===== src/sv/assert_macros.svh =====
// Assertion macros shared by the proxy client RTL.
`ifndef ASSERT_MACROS_SVH
`define ASSERT_MACROS_SVH

// Same-cycle implication, sampled on clk, switched off while rst_n is low.
`define APC_ASSERT_IMPL(label, ante, cons, msg) \
    label: assert property (@(posedge clk) disable iff (!rst_n) (ante) |-> (cons)) \
        else $error(msg);

// Next-cycle implication, sampled on clk, switched off while rst_n is low.
`define APC_ASSERT_NEXT(label, ante, cons, msg) \
    label: assert property (@(posedge clk) disable iff (!rst_n) (ante) |=> (cons)) \
        else $error(msg);

`endif


===== src/sv/apc_pkg.sv =====
// Types and constants shared by the proxy client state machine modules.
package apc_pkg;

    // Configuration register indexes.
    typedef enum logic [1:0] {
        CFG_PRIMARY_MAC    = 2'd0,
        CFG_PREFERRED_ID   = 2'd1,
        CFG_NOP_INTERVAL   = 2'd2
    } cfg_idx_t;

    localparam logic [15:0] NOP_INTERVAL_RESET = 16'd10000;

    // Positions of the sticky event flags.
    localparam int F_TCP     = 0;
    localparam int F_FIN     = 1;
    localparam int F_CLOSED  = 2;
    localparam int F_LINK    = 3;
    localparam int F_SRV_IN  = 4;
    localparam int F_CLI_OUT = 5;
    localparam int F_ID      = 6;
    localparam int FLAG_W    = 7;

    // Action codes reported with each result.
    typedef enum logic [3:0] {
        ACT_NONE    = 4'd0,
        ACT_CONNECT = 4'd1,
        ACT_HTTP    = 4'd2,
        ACT_ID_REQ  = 4'd3,
        ACT_CLOSE   = 4'd4,
        ACT_LINK    = 4'd5,
        ACT_PROCESS = 4'd6,
        ACT_SEND    = 4'd7,
        ACT_NEW_ID  = 4'd8,
        ACT_NOP     = 4'd9
    } action_t;

    typedef struct packed {
        logic [63:0] pref_eid;
        logic [15:0] nop_interval_ms;
    } cfg_t;

    typedef struct packed {
        logic        opcode;
        logic [47:0] now_ms;
        logic        ev_tcp_connected;
        logic        ev_finish;
        logic        ev_incoming_closed;
        logic        ev_link_status;
        logic        ev_server_msg_in;
        logic        ev_client_msg_out;
        logic        ev_id_assigned;
        logic [63:0] new_entity_id;
        logic        http_response_ok;
    } item_t;

    typedef struct packed {
        logic [3:0]  state_code;
        action_t     action;
        logic [63:0] cur_eid;
        logic        client_msg_accepted;
    } res_t;

endpackage


===== src/sv/avdecc_proxy_client_fsm_unit.sv =====
// Top level of the proxy client control state machine.
//
//  Channel  | Direction | Handshake             | Contents
//  ---------+-----------+-----------------------+------------------------------------
//  s_axis   | in        | tvalid / tready       | one request: start command or step
//  m_axis   | out       | tvalid / tready       | one result per request
//  cfg      | in        | cfg_valid / cfg_ready | register writes, index and data
//
// Each request passes through the input register and then the result
// register; a new request is accepted in every cycle while downstream takes
// each result. The single transition step between the two registers has
// its longest path in the 48-bit deadline add and compare.
// The input register is refilled in the same cycle that its request moves on.
// While a finished result waits downstream, one further request is held in the
// input register and the input then stalls until the result is taken.
// Reset (rst_n low, asynchronous) leaves the machine in the end state with all
// flags, the deadline and the entity IDs at zero, and the NOP interval at 10000.
// The configuration port is always ready; writes are expected only while idle.
`include "assert_macros.svh"
module avdecc_proxy_client_fsm_unit (
    input  logic         clk,
    input  logic         rst_n,
    input  logic         s_axis_tvalid,
    output logic         s_axis_tready,
    // [47:0] now_ms, [48] ev_tcp_connected, [49] ev_finish, [50] ev_incoming_closed,
    // [51] ev_link_status, [52] ev_server_msg_in, [53] ev_client_msg_out,
    // [54] ev_id_assigned, [118:55] new_entity_id, [119] http_response_ok
    input  logic [119:0] s_axis_tdata,
    // [0] opcode
    input  logic [0:0]   s_axis_tuser,
    output logic         m_axis_tvalid,
    input  logic         m_axis_tready,
    // [3:0] state_code, [7:4] action, [71:8] current entity ID,
    // [72] client_msg_accepted, [79:73] zero
    output logic [79:0]  m_axis_tdata,
    input  logic         cfg_valid,
    output logic         cfg_ready,
    input  logic [1:0]   cfg_index,
    input  logic [63:0]  cfg_data
);

    apc_pkg::cfg_t  cfg;
    apc_pkg::item_t in_item;
    apc_pkg::item_t in_item_reg;
    apc_pkg::item_t in_item_next;
    apc_pkg::res_t  res;
    apc_pkg::res_t  out_res_reg;
    apc_pkg::res_t  out_res_next;
    logic           in_vld_reg;
    logic           in_vld_next;
    logic           out_vld_reg;
    logic           out_vld_next;
    logic           adv;
    logic           s_take;

    assign cfg_ready = 1'b1;

    apc_cfg_regs u_cfg (
        .clk      (clk),
        .rst_n    (rst_n),
        .wr_en    (cfg_valid),
        .wr_index (cfg_index),
        .wr_data  (cfg_data),
        .cfg      (cfg)
    );

    // Unpack the incoming request.
    assign in_item.opcode             = s_axis_tuser[0];
    assign in_item.now_ms             = s_axis_tdata[47:0];
    assign in_item.ev_tcp_connected   = s_axis_tdata[48];
    assign in_item.ev_finish          = s_axis_tdata[49];
    assign in_item.ev_incoming_closed = s_axis_tdata[50];
    assign in_item.ev_link_status     = s_axis_tdata[51];
    assign in_item.ev_server_msg_in   = s_axis_tdata[52];
    assign in_item.ev_client_msg_out  = s_axis_tdata[53];
    assign in_item.ev_id_assigned     = s_axis_tdata[54];
    assign in_item.new_entity_id      = s_axis_tdata[118:55];
    assign in_item.http_response_ok   = s_axis_tdata[119];

    // The held request moves into the result register, and updates the
    // machine's state, whenever that register is empty or being drained.
    assign adv           = in_vld_reg && (!out_vld_reg || m_axis_tready);
    assign s_axis_tready = !in_vld_reg || adv;
    assign s_take        = s_axis_tvalid && s_axis_tready;

    apc_core u_core (
        .clk   (clk),
        .rst_n (rst_n),
        .cfg   (cfg),
        .fire  (adv),
        .item  (in_item_reg),
        .res   (res)
    );

    always_comb
    begin
        in_vld_next  = in_vld_reg;
        in_item_next = in_item_reg;
        out_vld_next = out_vld_reg;
        out_res_next = out_res_reg;
        if (s_take)
        begin
            in_vld_next  = 1'b1;
            in_item_next = in_item;
        end
        else if (adv)
        begin
            in_vld_next = 1'b0;
        end
        if (adv)
        begin
            out_vld_next = 1'b1;
            out_res_next = res;
        end
        else if (m_axis_tready)
        begin
            out_vld_next = 1'b0;
        end
    end

    // Control bits are reset; the payload registers are not.
    always_ff @(posedge clk or negedge rst_n)
    begin
        if (!rst_n)
        begin
            in_vld_reg  <= 1'b0;
            out_vld_reg <= 1'b0;
        end
        else
        begin
            in_vld_reg  <= in_vld_next;
            out_vld_reg <= out_vld_next;
        end
    end

    always_ff @(posedge clk)
    begin
        in_item_reg <= in_item_next;
        out_res_reg <= out_res_next;
    end

    assign m_axis_tvalid = out_vld_reg;
    assign m_axis_tdata  = {7'd0, out_res_reg.client_msg_accepted, out_res_reg.cur_eid,
                            out_res_reg.action, out_res_reg.state_code};

    `APC_ASSERT_NEXT(a_held_request_kept, in_vld_reg && !adv, in_vld_reg && $stable(in_item_reg.now_ms), "held request lost while stalled")
    `APC_ASSERT_NEXT(a_result_loaded, adv, out_vld_reg, "result register not loaded after advance")

endmodule


===== src/sv/apc_cfg_regs.sv =====
// Configuration registers of the proxy client state machine.
module apc_cfg_regs (
    input  logic               clk,
    input  logic               rst_n,
    input  logic               wr_en,
    input  logic [1:0]         wr_index,
    input  logic [63:0]        wr_data,
    output apc_pkg::cfg_t      cfg
);

    logic [63:0] preferred_id_reg;
    logic [63:0] preferred_id_next;
    logic [15:0] nop_interval_reg;
    logic [15:0] nop_interval_next;

    always_comb
    begin
        preferred_id_next = preferred_id_reg;
        nop_interval_next = nop_interval_reg;
        if (wr_en)
        begin
            case (apc_pkg::cfg_idx_t'(wr_index))
                apc_pkg::CFG_PRIMARY_MAC:
                begin
                    // The MAC only goes into the ID request frame, which is
                    // built outside this block, so nothing is kept here.
                end
                apc_pkg::CFG_PREFERRED_ID: preferred_id_next = wr_data;
                apc_pkg::CFG_NOP_INTERVAL: nop_interval_next = wr_data[15:0];
                default:
                begin
                end
            endcase
        end
    end

    always_ff @(posedge clk or negedge rst_n)
    begin
        if (!rst_n)
        begin
            preferred_id_reg <= '0;
            nop_interval_reg <= apc_pkg::NOP_INTERVAL_RESET;
        end
        else
        begin
            preferred_id_reg <= preferred_id_next;
            nop_interval_reg <= nop_interval_next;
        end
    end

    assign cfg.pref_eid        = preferred_id_reg;
    assign cfg.nop_interval_ms = nop_interval_reg;

endmodule


===== src/sv/apc_core.sv =====
// Transition logic and state registers of the proxy client state machine.
`include "assert_macros.svh"
module apc_core (
    input  logic           clk,
    input  logic           rst_n,
    input  apc_pkg::cfg_t  cfg,
    input  logic           fire,
    input  apc_pkg::item_t item,
    output apc_pkg::res_t  res
);

    typedef enum logic [3:0] {
        S_BEGIN      = 4'd0,
        S_INIT       = 4'd1,
        S_WAIT_CONN  = 4'd2,
        S_ACCEPT     = 4'd3,
        S_START_XFER = 4'd4,
        S_WAITING    = 4'd5,
        S_CLOSED     = 4'd6,
        S_LINK       = 4'd7,
        S_RECV       = 4'd8,
        S_SEND       = 4'd9,
        S_ID         = 4'd10,
        S_NOP        = 4'd11,
        S_FINISH     = 4'd12,
        S_END        = 4'd13
    } state_t;

    state_t                      state_reg;
    state_t                      state_next;
    logic [apc_pkg::FLAG_W-1:0]  flags_reg;
    logic [apc_pkg::FLAG_W-1:0]  flags_next;
    logic [apc_pkg::FLAG_W-1:0]  events;
    logic [47:0]                 deadline_reg;
    logic [47:0]                 deadline_next;
    logic [47:0]                 rearm_time;
    logic [63:0]                 cur_id_reg;
    logic [63:0]                 cur_id_next;
    logic [63:0]                 pend_id_reg;
    logic [63:0]                 pend_id_next;
    apc_pkg::action_t            action;
    logic                        accepted;
    logic                        chk_accept;
    logic                        chk_keep_id;

    assign events = {item.ev_id_assigned, item.ev_client_msg_out, item.ev_server_msg_in,
                     item.ev_link_status, item.ev_incoming_closed, item.ev_finish,
                     item.ev_tcp_connected};

    // The deadline wraps modulo 2^48 and is compared as a plain value.
    assign rearm_time = item.now_ms + {32'd0, cfg.nop_interval_ms};

    always_comb
    begin
        state_next    = state_reg;
        flags_next    = flags_reg;
        deadline_next = deadline_reg;
        cur_id_next   = cur_id_reg;
        pend_id_next  = pend_id_reg;
        action        = apc_pkg::ACT_NONE;
        accepted      = 1'b0;

        if (item.opcode)
        begin
            cur_id_next = cfg.pref_eid;
            state_next  = S_BEGIN;
        end
        else
        begin
            // An outgoing message is dropped while another one is pending.
            accepted   = item.ev_client_msg_out & ~flags_reg[apc_pkg::F_CLI_OUT];
            flags_next = flags_reg | events;
            if (item.ev_id_assigned)
            begin
                pend_id_next = item.new_entity_id;
            end

            case (state_reg)
                S_BEGIN:
                begin
                    state_next = S_INIT;
                    flags_next = '0;
                    action     = apc_pkg::ACT_CONNECT;
                end
                S_INIT:
                begin
                    state_next = S_WAIT_CONN;
                end
                S_WAIT_CONN:
                begin
                    if (flags_next[apc_pkg::F_TCP])
                    begin
                        state_next = S_ACCEPT;
                        action     = apc_pkg::ACT_HTTP;
                    end
                    else if (flags_next[apc_pkg::F_FIN])
                    begin
                        state_next = S_FINISH;
                    end
                end
                S_ACCEPT:
                begin
                    if (item.http_response_ok)
                    begin
                        state_next    = S_START_XFER;
                        action        = apc_pkg::ACT_ID_REQ;
                        deadline_next = rearm_time;
                    end
                    else
                    begin
                        state_next = S_CLOSED;
                        action     = apc_pkg::ACT_CLOSE;
                    end
                end
                S_START_XFER, S_LINK, S_RECV, S_SEND, S_ID, S_NOP:
                begin
                    state_next = S_WAITING;
                end
                S_WAITING:
                begin
                    // Pending events are served in fixed priority order.
                    if (flags_next[apc_pkg::F_CLOSED] || flags_next[apc_pkg::F_FIN])
                    begin
                        state_next = S_CLOSED;
                        action     = apc_pkg::ACT_CLOSE;
                    end
                    else if (flags_next[apc_pkg::F_LINK])
                    begin
                        state_next                   = S_LINK;
                        action                       = apc_pkg::ACT_LINK;
                        flags_next[apc_pkg::F_LINK]  = 1'b0;
                    end
                    else if (flags_next[apc_pkg::F_SRV_IN])
                    begin
                        state_next                    = S_RECV;
                        action                        = apc_pkg::ACT_PROCESS;
                        flags_next[apc_pkg::F_SRV_IN] = 1'b0;
                    end
                    else if (flags_next[apc_pkg::F_CLI_OUT])
                    begin
                        state_next                     = S_SEND;
                        action                         = apc_pkg::ACT_SEND;
                        flags_next[apc_pkg::F_CLI_OUT] = 1'b0;
                        deadline_next                  = rearm_time;
                    end
                    else if (flags_next[apc_pkg::F_ID])
                    begin
                        state_next                = S_ID;
                        action                    = apc_pkg::ACT_NEW_ID;
                        cur_id_next               = pend_id_next;
                        flags_next[apc_pkg::F_ID] = 1'b0;
                        deadline_next             = rearm_time;
                    end
                    else if (item.now_ms > deadline_reg)
                    begin
                        state_next    = S_NOP;
                        action        = apc_pkg::ACT_NOP;
                        deadline_next = rearm_time;
                    end
                end
                S_CLOSED:
                begin
                    state_next = S_FINISH;
                end
                S_FINISH:
                begin
                    state_next = S_END;
                end
                S_END:
                begin
                end
                default:
                begin
                    state_next = S_END;
                end
            endcase
        end
    end

    always_ff @(posedge clk or negedge rst_n)
    begin
        if (!rst_n)
        begin
            state_reg    <= S_END;
            flags_reg    <= '0;
            deadline_reg <= '0;
            cur_id_reg   <= '0;
            pend_id_reg  <= '0;
        end
        else if (fire)
        begin
            state_reg    <= state_next;
            flags_reg    <= flags_next;
            deadline_reg <= deadline_next;
            cur_id_reg   <= cur_id_next;
            pend_id_reg  <= pend_id_next;
        end
    end

    assign res.state_code          = state_next;
    assign res.action              = action;
    assign res.cur_eid             = cur_id_next;
    assign res.client_msg_accepted = accepted;

    // Checks only look at a request that is actually being processed.
    assign chk_accept  = fire && accepted;
    assign chk_keep_id = fire && !item.opcode && (action != apc_pkg::ACT_NEW_ID);

    `APC_ASSERT_NEXT(a_start_to_begin, fire && item.opcode, state_reg == S_BEGIN, "start did not enter begin")
    `APC_ASSERT_IMPL(a_accept_needs_free, chk_accept, !flags_reg[apc_pkg::F_CLI_OUT], "double accept")
    `APC_ASSERT_IMPL(a_id_only_on_serve, chk_keep_id, res.cur_eid == cur_id_reg, "entity id changed")

endmodule

===== config.mk =====
export PLATFORM = sky130hd
export DESIGN_NAME = avdecc_proxy_client_fsm_unit
export DESIGN_NICKNAME = d
export VERILOG_FILES = /design/src/sv/apc_pkg.sv /design/src/sv/avdecc_proxy_client_fsm_unit.sv /design/src/sv/apc_cfg_regs.sv /design/src/sv/apc_core.sv
export VERILOG_INCLUDE_DIRS = /design/src /design/src/sv
export SDC_FILE = /design/constraint.sdc
export NUM_CORES = 1
export LEC_CHECK = 0
export ABC_CLOCK_PERIOD_IN_PS = 4800
export BUFFER_PORTS_ARGS = -buffer_cell sky130_fd_sc_hd__buf_2
export CAP_MARGIN = 20
export CORE_MARGIN = 2
export CORE_UTILIZATION = 58
export CTS_CLUSTER_SIZE = 14
export DETAILED_ROUTE_END_ITERATION = 12
export PLACE_DENSITY_LB_ADDON = 0.08
export REMOVE_ABC_BUFFERS = 1
export SYNTH_ARGS = -nofsm -noshare
export SYNTH_HDL_FRONTEND = slang
export SYNTH_SLANG_ARGS = --single-unit
export TNS_END_PERCENT = 30

===== constraint.sdc =====
create_clock -name clk -period 4.8 [get_ports clk]
set_clock_uncertainty 0.1 [all_clocks]
set_input_delay 0 -clock clk [delete_from_list [all_inputs] [get_ports clk]]
set_output_delay 0 -clock clk [all_outputs]
set_load 0.05 [all_outputs]

After elaboration in Yosys (flattened, before gate mapping)

Cells that the tools add are included.

Mux-type cells: 46
Add/sub/neg operators: 1
Magnitude comparators: 1
Bitwise operators: 4
Reduce and logical (&&, ||, !) cells: 16
Eq/ne operators: 19

Operators with widths:

| operator           | count |
|---|---|
| $mux 64            | 8 |
| $mux 48            | 7 |
| $pmux 48 s2        | 1 |
| $mux 4             | 16 |
| $add 48x16->48     | 1 |
| $gt 48x48->1       | 1 |
| $pmux 4 s8         | 1 |
| $eq 4x4->1 const B | 5 |
| $eq 4x3->1 const B | 4 |
| $pmux 4 s4         | 1 |
| $mux 3             | 3 |
| $eq 4x2->1 const B | 2 |
| $ne 2x2->1 const B | 4 |
| $pmux 4 s2         | 1 |
| $reduce_and 8->1   | 1 |
| $or 7x7->7         | 1 |
| $mux 2             | 3 |
| $reduce_and 2->1   | 3 |
| $reduce_bool 2->1  | 3 |
| $reduce_or 6->1    | 1 |
| $mux 1             | 5 |
| $eq 4x1->1 const B | 1 |
| $logic_not 4->1    | 1 |
| $ne 4x1->1 const B | 1 |
| 7 further kinds    | 12 |

Register bits: 463
Output and inout port bits: 83
Input bits: 192
Logic and storage cells: 111

Logic depth before layout (Yosys ltp)

Gate-level depths: netlist of run 1.

Word-level depth: 9
Mapped depth: 12
Depth with buffers taken out: 11

Cells and area by module

Synthesis of run 1 repeated with hierarchy kept, for this count alone.

Cells, all modules: 1606
Area, all modules: 21165.3 um2

By module, submodules not included:

| module                       | area an instance (um2) | seq. area each (um2) | cells an instance | instances |
|---|---|---|---|---|
| apc_core                     | 11870.1                | 4683.2               | 1224              | 1 |
| avdecc_proxy_client_fsm_unit | 5997.0                 | 5875.6               | 212               | 1 |
| apc_cfg_regs                 | 3298.2                 | 2008.2               | 170               | 1 |

Worst setup path after synthesis of run 1

Ideal clock, no wire load.

Path kind: flip-flop to flip-flop
From: reg out_vld_reg, in the netlist m_axis_tvalid
To: reg in_item_reg[0] in the netlist's numbering (enable)
Setup time: 494 ps
Required time: 4206 ps
Slack: 230 ps
Arrival: 3976 ps
Clock period less this slack: 4570 ps
Cell stages (with the launch flop): 3
Buffers on the path: 0
Cells stage by stage: dfrtp_1 nand3b_1 and2_1

Longest elaborated chain between the ends: 5

RTL lines:

| item                   | RTL line                            | text |
|---|---|---|
| start, declared        | avdecc_proxy_client_fsm_unit.sv:51  | `logic out_vld_reg;` |
| start signal, assigned | avdecc_proxy_client_fsm_unit.sv:132 | `out_vld_reg <= out_vld_next;` |
| $logic_not 1->1        | avdecc_proxy_client_fsm_unit.sv:82  | `assign adv = in_vld_reg && (!out_vld_reg \|\| m_axis_tready);` |
| $logic_or 1x1->1       | avdecc_proxy_client_fsm_unit.sv:82  |  |
| $logic_and 1x1->1      | avdecc_proxy_client_fsm_unit.sv:82  |  |
| $logic_or 1x1->1       | avdecc_proxy_client_fsm_unit.sv:83  | `assign s_axis_tready = !in_vld_reg \|\| adv;` |
| via s_axis_tready      | avdecc_proxy_client_fsm_unit.sv:24  | `output logic s_axis_tready,` |
| $logic_and 1x1->1      | avdecc_proxy_client_fsm_unit.sv:84  | `assign s_take = s_axis_tvalid && s_axis_tready;` |
| end signal, assigned   | avdecc_proxy_client_fsm_unit.sv:138 | `in_item_reg <= in_item_next;` |
| end, declared          | avdecc_proxy_client_fsm_unit.sv:44  | `apc_pkg::item_t in_item_reg;` |

The timed path passes the listed nets, and every way through them passes these cells.
A chain may end at the register's enable or synchronous reset.

Worst setup path after layout of run 1

From: reg in_item_reg[85] in the netlist's numbering
To: reg u_core.deadline_reg[6]

Longest elaborated chain between the ends: 3

RTL lines:

| item                       | RTL line        | text |
|---|---|---|
| $gt 48x48->1               | apc_core.sv:154 | `else if (item.now_ms > deadline_reg)` |
| $ne 4x1->1 (no line)       | -               |  |
| $reduce_and 8->1 (no line) | -               |  |
| end signal, assigned       | apc_core.sv:194 | `deadline_reg <= deadline_next;` |
| end, declared              | apc_core.sv:34  | `logic [47:0] deadline_reg;` |

Every way passes these cells.

==> impl_metrics.json, run 1 <==
{
  "hold_path_class": "primary input to asynchronous set/reset pin",
  "worstPathRequired_ps": 5150,
  "r2r-end": "u_core.deadline_reg[6]",
  "max_stage_delay_ps": 420,
  "clk_pin_slew_ps": 60,
  "ant_nets": 0,
  "fmax_mhz": 311.3,
  "first_pass_iters": 5,
  "synth_ff_type": "dfrtp_1",
  "root_buffer": "clkbuf_16",
  "p_total_w": 0.01170,
  "crit_path_start_kind": "flop",
  "rr_worst_depth": 10,
  "max_slew.worst_pin.slew_ps": 1065,
  "grt.total_usage_pct": 26.30,
  "stdcell_area_mm2": 0.02623,
  "cts_buffers": 48,
  "fin_util_pct": 74.09,
  "grt_first_pass_wirelength_um": 78600,
  "first_global_vias": 15100,
  "status": "completed",
  "synth_warnings": 0,
  "worstSetupPathType": "flop to flop",
  "syn_area_per_cell_um2": 12.98,
  "multi_input_area_mm2": 0.007651,
  "syn_area_mm2": 0.02079,
  "cts_setup_buffers": 0,
  "wirelength_um": 48020,
  "numPortBuffers": 266,
  "powerDensity_mw_per_mm2": 446.3,
  "cp_max_fo": 16,
  "grtUsageMet2_pct": 44.26,
  "grt_antenna_before_repair": 2,
  "dpl_cell_area_mm2": 0.02253,
  "vias": 14070,
  "cp_data_arrival_time_ps": 3560,
  "syn_inst": 1601,
  "grt_start_max_net_pins": 112,
  "path_cells": "ha_1, a21o_1, a21o_1, a221o_1, a211o_1, a31oi_2, a21oi_2, a21oi_4, buf_4, mux2_2",
  "synth_edf_count": 194,
  "async_reset_ff_share_pct": 58.10,
  "finalCritPeriodShare_pct": 66.92,
  "relSlewSlack_pct": 28.80,
  "cp-end-kind": "flop",
  "p_int_w": 0.008397,
  "hold_viol": 0,
  "grt-ovfl-total": 0,
  "area_growth_pct": 26.16,
  "peakVddDrop_uv": 415.9,
  "power_switching_w": 0.003306,
  "ys_types": 63,
  "gp_congestion": 0.9080,
  "largest_reg_flops": 121,
  "reg2reg_slack_ps": 1590,
  "dp_hpwl_um": 28820,
  "synth-seq-cells": 463,
  "power.leakage_nw": 11.57,
  "htreeDepth": 2,
  "io_pins": 275,
  "dieArea_mm2": 0.03737,
  "cts_tree": "built",
  "drt_iter0_markers": 962,
  "rsz0062_at_grt": "no",
  "cpMostUsedCell": "a21o_1",
  "cp_num_buf_inv": 1,
  "clock_power_share_pct": 33.2,
  "p_seq_share_pct": 45.9,
  "core.rowCount": 69,
  "max_cap_violations": 0,
  "timing.final.crit_period_ps": 3212,
  "r2r_start": "in_item_reg[85]",
  "slew_viol_final": 0,
  "wire_per_inst_um": 18.72,
  "grt_use_met3_pct": 4.934,
  "seqCellArea_mm2": 0.01257,
  "setup_viol": 0,
  "met1_usage_pct": 34.61,
  "p_sw_share_pct": 28.25,
  "fin_nets": 2321,
  "clk_latency_ps": 580,
  "grt_busiest_layer": "met2",
  "via_per_inst": 5.483,
  "ys_seq_area_share_pct": 60.46,
  "slowest_stage": "edfxtp_1",
  "drive_gt1_share_pct": 28.40,
  "drc": 0,
  "p_comb_share_pct": 20.9,
  "core_area_mm2": 0.03540,
  "clock-sinks": 463,
  "start_util_pct": 58.73,
  "die_h_um": 193.3,
  "die_w_um": 193.3,
  "critPathTopFamily": "compound AO/OA/AOI/OAI gates",
  "fill_cells": 2408,
  "clockBufferDepth": 3
}
[cells in the mapped netlist, types with 4 or more instances]
cell	number	area share (%)
o21bai_1	4	0.14
o31a_1	6	0.25
a21oi_1	61	1.5
nor2_1	45	0.81
clkbuf_1	41	0.74
o21ai_0	62	1.5
mux2_2	219	12
o21ai_1	86	2.1
nand3b_1	5	0.18
a21o_1	13	0.47
dfrtp_1	261	31
ha_1	64	3.9
nor4_1	8	0.24
nand2_1	172	3.1
nand3_1	12	0.29
a211o_1	4	0.17
nand2b_1	7	0.21
buf_2	12	0.29
nand4_1	16	0.48
dfstp_2	8	1.0
edfxtp_1	194	28
a211oi_1	4	0.14
mux2i_1	103	5.0
xor2_1	18	0.76
inv_1	57	1.0
and3_1	9	0.27
xnor2_1	26	1.1
buf_1	6	0.11
buf_4	16	0.58
nor3_1	10	0.24
[how the worst max path moves through the flow]
stage	startpoint	to	slack, ps	cells past startpoint
3_3_place_gp	in_item_reg[111]	u_core.deadline_reg[4]	1680	10
6_report	in_item_reg[85]	u_core.deadline_reg[6]	1590	10
2_1_floorplan	in_item_reg[65]	u_core.cur_id_reg[18]	-2020	6
4_1_cts	in_item_reg[85]	u_core.deadline_reg[6]	1560	10
3_5_place_dp	in_item_reg[111]	u_core.deadline_reg[0]	1560	10
5_1_grt	in_item_reg[75]	u_core.deadline_reg[47]	1350	9
[per-layer routing]
metal / wire length (um) / share of wire [%]
met1: 20280 / 42
met3: 2780 / 5.8
met5: 11 / 0.023
met2: 23650 / 49
met4: 1291 / 2.7
[kinds of logic after synthesis]
logic type      after synthesis  synth area share [%]
compound gates              265                 7.331
xor+xnor                     44                 1.854
fa+ha+maj                    65                 3.948
buf+inv                     136                 2.925
flops                       463                 60.46
mux                         322                 16.82
other cells                   2               0.03613
simple gates                304                 6.627
[layout by cell type, fill, tap and decap left out, types with 13 or more instances in the layout]
master | netlist | final
a21o_1 | 13 | 13
a21oi_1 | 61 | 61
buf_2 | 12 | 265
clkbuf_16 | 0 | 48
dfrtp_1 | 261 | 261
dlygate4sd3_1 | 0 | 204
edfxtp_1 | 194 | 194
ha_1 | 64 | 64
inv_1 | 57 | 57
mux2_2 | 219 | 219
mux2i_1 | 103 | 103
nand2_1 | 172 | 171
nand4_1 | 16 | 16
nor2_1 | 45 | 45
o21ai_0 | 62 | 62
o21ai_1 | 86 | 86
xnor2_1 | 26 | 26
xor2_1 | 18 | 18
[power groups by stage]
stage	clock network, W	registers, W	logic, W
finish	0.00389	0.00537	0.00245
global placement	0	0.00539	0.00222
floorplan	0	0.00568	0.00142
CTS	0.00396	0.00536	0.00245
detailed placement	0	0.00542	0.00230
global route	0.00412	0.00546	0.00271
[final cells by class]
| cell class | instances | share of cell area (%) |
|---|---|---|
| sequential | 463 | 47.92 |
| multi-input combinational | 1008 | 29.17 |
| timing repair buffer | 485 | 13.57 |
| clock buffer | 67 | 5.157 |
| tap | 461 | 2.199 |
| clock inverter | 21 | 1.112 |
| inverter | 58 | 0.8492 |
| antenna | 2 | 0.01908 |
[stage by stage]
stage / setup WS, ps / TNS (ps) / hold slack (ps) / cells
4_1_cts: 1555 / 0 / 0.1076 / 2563
3_3_place_gp: 1683 / 0 / 53.54 / 2271
2_1_floorplan: -2024 / -360930 / -395.6 / 1529
5_1_grt: 1355 / 0 / 16.69 / 2564
3_5_place_dp: 1561 / 0 / 56.61 / 2271
6_report: 1588 / 0 / 26.20 / 2565
[worst reg2reg max path, cell delays in order, from the launching register on]
cell and delay (ps):
edfxtp_1 420, ha_1 330, a21o_1 160, a21o_1 170, a221o_1 330, a211o_1 300, a31oi_2 290, a21oi_2 120
a21oi_4 180, buf_4 310, mux2_2 380
[what timing repair did]
action	CTS	global route
hold buffers	204	0
endpoints found under the hold margin	314	0
gates resized for setup	0	0
Power figures use the tool's default switching activity.
==> run 2, diff against run 1 <==
--- a/config.mk
+++ b/config.mk
@@ -6,7 +6,7 @@
 export SDC_FILE = /design/constraint.sdc
 export NUM_CORES = 1
 export LEC_CHECK = 0
-export ABC_CLOCK_PERIOD_IN_PS = 4800
+export ABC_CLOCK_PERIOD_IN_PS = 3000
 export BUFFER_PORTS_ARGS = -buffer_cell sky130_fd_sc_hd__buf_2
 export CAP_MARGIN = 20
 export CORE_MARGIN = 2
==> constraint.sdc (replaced) <==
create_clock -name clk -period 3 [get_ports clk]
set_clock_uncertainty 0.1 [all_clocks]
set_input_delay 0 -clock clk [delete_from_list [all_inputs] [get_ports clk]]
set_output_delay 0 -clock clk [all_outputs]
set_load 0.05 [all_outputs]
==> impl_metrics.json, run 2 (synthesis results as in run 1) <==
{
  "dp_hpwl_um": 29830,
  "power_switching_w": 0.005407,
  "grt_first_pass_wirelength_um": 80680,
  "numPortBuffers": 266,
  "first_pass_iters": 5,
  "largest_reg_flops": 121,
  "fin_nets": 2372,
  "p_total_w": 0.01894,
  "hp-start": "s_axis_tdata[116]",
  "clock-sinks": 463,
  "io_pins": 275,
  "violations": "negative setup slack",
  "layout_commonest_cell": "buf_2",
  "die_h_um": 193.3,
  "setup_slack_ps": -0.4472,
  "p_sw_share_pct": 28.55,
  "worstPathRequired_ps": 3350,
  "hold_viol": 0,
  "cp-startpoint": "in_item_reg[99]",
  "crit_path_start_kind": "flop",
  "clock_power_share_pct": 32.7,
  "fmax_mhz": 333.3,
  "max_slew.worst_pin.slew_ps": 1047,
  "p_int_w": 0.01353,
  "ant_nets": 0,
  "cts_tree": "built",
  "finalCritPeriodShare_pct": 100.0,
  "dieArea_mm2": 0.03737,
  "start_util_pct": 58.73,
  "holdWs_ps": 16.48,
  "grt_start_max_net_pins": 141,
  "grt-ovfl-total": 0,
  "clk_latency_ps": 590,
  "root_buffer": "clkbuf_16",
  "cp_max_fo": 7,
  "area_growth_pct": 30.28,
  "gp_congestion": 0.8246,
  "max_cap_violations": 0,
  "drc": 0,
  "tns_ps": -0.4472,
  "r2r_start": "in_item_reg[99]",
  "fill_cells": 2245,
  "rsz0062_at_grt": "yes",
  "fin_util_pct": 76.51,
  "cts_buffers": 49,
  "drive_gt1_share_pct": 31.08,
  "clk_pin_slew_ps": 60,
  "timing.final.crit_period_ps": 3000,
  "htreeDepth": 2,
  "die_w_um": 193.3,
  "vias": 14420,
  "wire_per_inst_um": 19.14,
  "slew_viol_final": 0,
  "p_comb_share_pct": 21.9,
  "via_per_inst": 5.503,
  "p_seq_share_pct": 45.4,
  "status": "finished, violations left",
  "cp_data_arrival_time_ps": 3350,
  "peakVddDrop_uv": 553.9,
  "drt_iter0_markers": 840,
  "mostFrequentLayoutCells": "buf_2 (265), dfrtp_1 (261), mux2_2 (214)",
  "setup_viol": 1,
  "worstSetupPathType": "flop to flop",
  "wirelength_um": 50160,
  "relSlewSlack_pct": 29.98,
  "clockBufferDepth": 3,
  "hold_path_class": "primary input to flop",
  "core_area_mm2": 0.03540,
  "first_global_vias": 15370,
  "grt_antenna_before_repair": 4,
  "power.leakage_nw": 11.97,
  "powerDensity_mw_per_mm2": 699.2,
  "cp-end-kind": "flop",
  "core.rowCount": 69,
  "grt.total_usage_pct": 27.01
}
-- run 2: changes by cell type in the layout (fill, tap and decap cells not counted), moves of 3 or more --
cell	delta
buf_4	+28
buf_12	+12
clkbuf_8	+9
ha_1	-6
bufinv_16	-5
clkbuf_16	+5
clkinv_2	-5
mux2_2	-5
mux2_4	+5
ha_4	+4
nor4_1	-4
dlygate4sd3_1	+3
-- run 2: final timing paths --
kind | endpoint | slack, ps | depth (start not counted)
min reg2reg | m_axis_tvalid | 400 | 1
min | in_item_reg[62] | 20 | 2
max in group asynchronous | u_cfg.preferred_id_reg[5] | 1800 | 4
min in group asynchronous | u_core.state_reg[2] | 520 | 3
max | u_core.deadline_reg[46] | -0.4 | 10
max reg2reg | u_core.deadline_reg[46] | -0.4 | 10
-- run 2: layer usage --
layer | global-route usage (%) | vias up | routed length (um)
li1 | - | 6787 | -
met1 | 35.98 | 7161 | 21510
met2 | 45.11 | 381 | 24750
met3 | 4.812 | 92 | 2527
met4 | 9.189 | 2 | 1356
met5 | 0 | - | 15
-- run 2: per-stage QoR --
step,std cells,worst slack [ps],cell area [um^2]
floorplan,1529,-3824,20420
global placement,2305,37.12,22930
detailed placement,2305,-81.62,22930
CTS,2608,1.938,26770
global route,2620,-128.9,27080
finish,2621,-0.4472,27080
-- run 2: what timing repair did --
item                       CTS  global route
resized for setup            5            40
cloned                       1             3
setup endpoints to repair   39            52
hold endpoints to repair   498             0
pin swaps                    4            12
hold buffers               208             0
setup buffers                3             6
-- run 2: power by group through the flow --
| stage | combinational [W] | clock, W | sequential [W] |
|---|---|---|---|
| after floorplan | 0.00228 | 0 | 0.00908 |
| after global placement | 0.00366 | 0 | 0.00860 |
| after detailed placement | 0.00378 | 0 | 0.00867 |
| after CTS | 0.00404 | 0.00631 | 0.00857 |
| after global routing | 0.00456 | 0.00657 | 0.00873 |
| final | 0.00415 | 0.00620 | 0.00859 |
-- run 2: layout make-up --
type                    instances  area, um^2  share of cell area [%]
clock buffers                  81        1559                   5.757
diodes                          4       10.01                 0.03696
flip-flops and latches        463       12570                   46.41
clock inverters                11       108.9                  0.4020
multi-input cells            1008        7855                   29.01
inverters                      58       222.7                  0.8224
repair buffers                535        4182                   15.44
well taps                     461       576.8                   2.130
-- run 2: worst max-delay path: stages (launching register included) --
cell and delay [ps]:
edfxtp_1 460, ha_1 360, a21oi_1 170, o21ai_0 110, a22o_1 240, o31a_1 320
nor3_2 230, a21oi_2 100, a21oi_4 250, buf_12 190, mux2_2 330
==> run 3, diff against run 2 <==
--- a/config.mk
+++ b/config.mk
@@ -6,15 +6,17 @@
 export SDC_FILE = /design/constraint.sdc
 export NUM_CORES = 1
 export LEC_CHECK = 0
+export ABC_AREA = 1
 export ABC_CLOCK_PERIOD_IN_PS = 3000
 export BUFFER_PORTS_ARGS = -buffer_cell sky130_fd_sc_hd__buf_2
 export CAP_MARGIN = 20
 export CORE_MARGIN = 2
-export CORE_UTILIZATION = 58
+export CORE_UTILIZATION = 59
 export CTS_CLUSTER_SIZE = 14
 export DETAILED_ROUTE_END_ITERATION = 12
 export PLACE_DENSITY_LB_ADDON = 0.08
 export REMOVE_ABC_BUFFERS = 1
+export SKIP_LAST_GASP = 1
 export SYNTH_ARGS = -nofsm -noshare
 export SYNTH_HDL_FRONTEND = slang
 export SYNTH_SLANG_ARGS = --single-unit
==> impl_metrics.json, run 3 <==
{
  "status": "completed",
  "endpoint": "u_core.deadline_reg[27]",
  "wire_per_inst_um": 17.42,
  "dieArea_mm2": 0.03964,
  "setup_viol": 0,
  "powerDensity_mw_per_mm2": 727.3,
  "grt_antenna_before_repair": 11,
  "gp_congestion": 0.9188,
  "ys_seq_area_share_pct": 55.96,
  "cp-end-kind": "flop",
  "first_global_vias": 18280,
  "clockBufferDepth": 3,
  "cts_buffers": 49,
  "async_reset_ff_share_pct": 58.10,
  "grt_start_max_net_pins": 72,
  "wirelength_um": 58800,
  "root_buffer": "clkbuf_16",
  "crit_path_start_kind": "flop",
  "max_cap_violations": 0,
  "layout_commonest_cell": "nand2_1",
  "fin_nets": 3070,
  "cp_max_fo": 35,
  "max_slew.worst_pin.slew_ps": 1009,
  "reg2reg_slack_ps": 300,
  "die_w_um": 199.1,
  "htreeDepth": 2,
  "rsz0062_at_grt": "no",
  "drc": 0,
  "relSlewSlack_pct": 32.54,
  "syn_area_mm2": 0.02246,
  "dpl_cell_area_mm2": 0.02440,
  "synth.most_common_cell": "nand2_1",
  "core.rowCount": 71,
  "synth_top_area_share_pct": 29.08,
  "finalCritPeriodShare_pct": 89.88,
  "numPortBuffers": 266,
  "slew_viol_final": 0,
  "cts-resized-gates": 0,
  "cts_tree": "built",
  "r2r_start": "in_item_reg[111]",
  "first_pass_iters": 6,
  "peakVddDrop_uv": 565.7,
  "clk_latency_ps": 600,
  "worstPathRequired_ps": 3370,
  "syn_inst": 2329,
  "grt.total_usage_pct": 30.17,
  "clock-sinks": 463,
  "cp-startpoint": "in_item_reg[111]",
  "grt-ovfl-total": 0,
  "rr_worst_depth": 13,
  "synth_commonest_cells": "nand2_1 (439), inv_1 (338), dfrtp_1 (261)",
  "power.leakage_nw": 13.24,
  "fin_util_pct": 75.46,
  "holdWs_ps": 23.02,
  "syn_area_per_cell_um2": 9.643,
  "io_pins": 275,
  "mostFrequentLayoutCells": "nand2_1 (439), inv_1 (335), buf_2 (265)",
  "drt_iter0_markers": 1164,
  "drive_gt1_share_pct": 22.33,
  "grt_first_pass_wirelength_um": 93320,
  "cp_data_arrival_time_ps": 3070,
  "dp_hpwl_um": 37100,
  "timing.final.crit_period_ps": 2696,
  "r2r-end": "u_core.deadline_reg[27]",
  "synth-seq-cells": 463,
  "tns_ps": 0,
  "core_area_mm2": 0.03758,
  "fmax_mhz": 370.9,
  "area_growth_pct": 26.26,
  "largest_reg_flops": 121,
  "stdcell_area_mm2": 0.02836,
  "synth_warnings": 0,
  "synth_ff_type": "dfrtp_1",
  "synth_top_cell_by_area": "dfrtp_1",
  "clk_pin_slew_ps": 60,
  "via_per_inst": 5.347,
  "synthTopCellsByArea": "dfrtp_1 (29%), edfxtp_1 (26%), nand2_1 (7.3%)",
  "vias": 18050,
  "synth_edf_count": 194,
  "hold_path_class": "primary input to flop",
  "worstSetupPathType": "flop to flop",
  "ant_nets": 0,
  "hold_viol": 0,
  "ys_types": 60,
  "start_util_pct": 59.77,
  "die_h_um": 199.1,
  "fill_cells": 2582
}
-- run 3: cell count changes after synthesis, sizes merged, moves of 37 or more --
| cell | before | now |
|---|---|---|
| mux2i | 103 | 0 |
| or2 | 2 | 66 |
| o21ai | 148 | 375 |
| nand2 | 172 | 448 |
| a21oi | 63 | 100 |
| nand3 | 13 | 50 |
| inv | 57 | 354 |
| mux2 | 219 | 0 |
| o211ai | 2 | 49 |
| nor2 | 45 | 133 |
-- run 3: worst min path at each step --
| stage | start | to | slack [ps] | depth (start not counted) |
|---|---|---|---|---|
| CTS | s_axis_tdata[87] | in_item_reg[33] | 0.3 | 2 |
| global placement | rst_n | u_cfg.preferred_id_reg[55] | -50 | 1 |
| global route | s_axis_tdata[13] | in_item_reg[85] | 20 | 2 |
| detailed placement | rst_n | u_cfg.preferred_id_reg[55] | -50 | 1 |
| floorplan | rst_n | in_vld_reg | -400 | 0 |
| finish | s_axis_tdata[49] | in_item_reg[70] | 20 | 2 |
-- run 3: metrics by stage --
stage                     worst slack, ps  power [W]  instances
after floorplan                     -1644    0.01271       2230
after global placement              324.1    0.01396       3048
after detailed placement            314.3    0.01416       3048
after CTS                           315.2    0.02059       3364
after global routing                52.17    0.02176       3372
final                               303.6    0.02062       3375
-- run 3: final cells by class --
cell class	count	area (um^2)	area share, %
antenna	11	27.53	0.09707
clock buffer	66	1420	5.008
clock inverter	25	240.2	0.8472
inverter	355	1353	4.770
multi-input combinational	1412	8004	28.23
sequential	463	12570	44.32
tap	511	639.4	2.255
timing repair buffer	532	4106	14.48
-- run 3: cells by family after synthesis --
kind of cell,after synthesis,share of synthesized area [%]
compound gates,552,15.59
xor+xnor,31,1.209
fa+ha+maj,65,3.655
buf+inv,460,8.602
flops,463,55.96
other cells,2,0.03344
simple gates,756,14.95
-- run 3: routing by layer --
layer	track usage, %	up-vias	share of wire, %
met5	0	-	0.065
met3	4.776	116	6.1
met1	40.47	8675	42
li1	-	8647	-
met2	50.05	602	49
met4	10.92	6	2.8
-- run 3: critical path, cell delays in order (launching register included) --
cell and delay [ps]:
edfxtp_1 520, ha_1 360, nand2_1 70, nor2_1 190, nand2_1 70, nor2_1 270
nand4_1 220, nand2_2 150, nand3_2 70, nand2_2 100, inv_2 90, buf_12 180
nand3_1 90, o21ai_0 80
-- run 3: where the power goes --
group	switching [W]	internal [W]
combinational	0.00363	0.00199
clock	0.00259	0.00360
sequential	0.000643	0.00817
-- run 3: timing repair --
action	in CTS	in global routing
hold endpoints to repair	492	0
setup endpoints to repair	0	0
buffers inserted	0	0
hold buffers	225	0
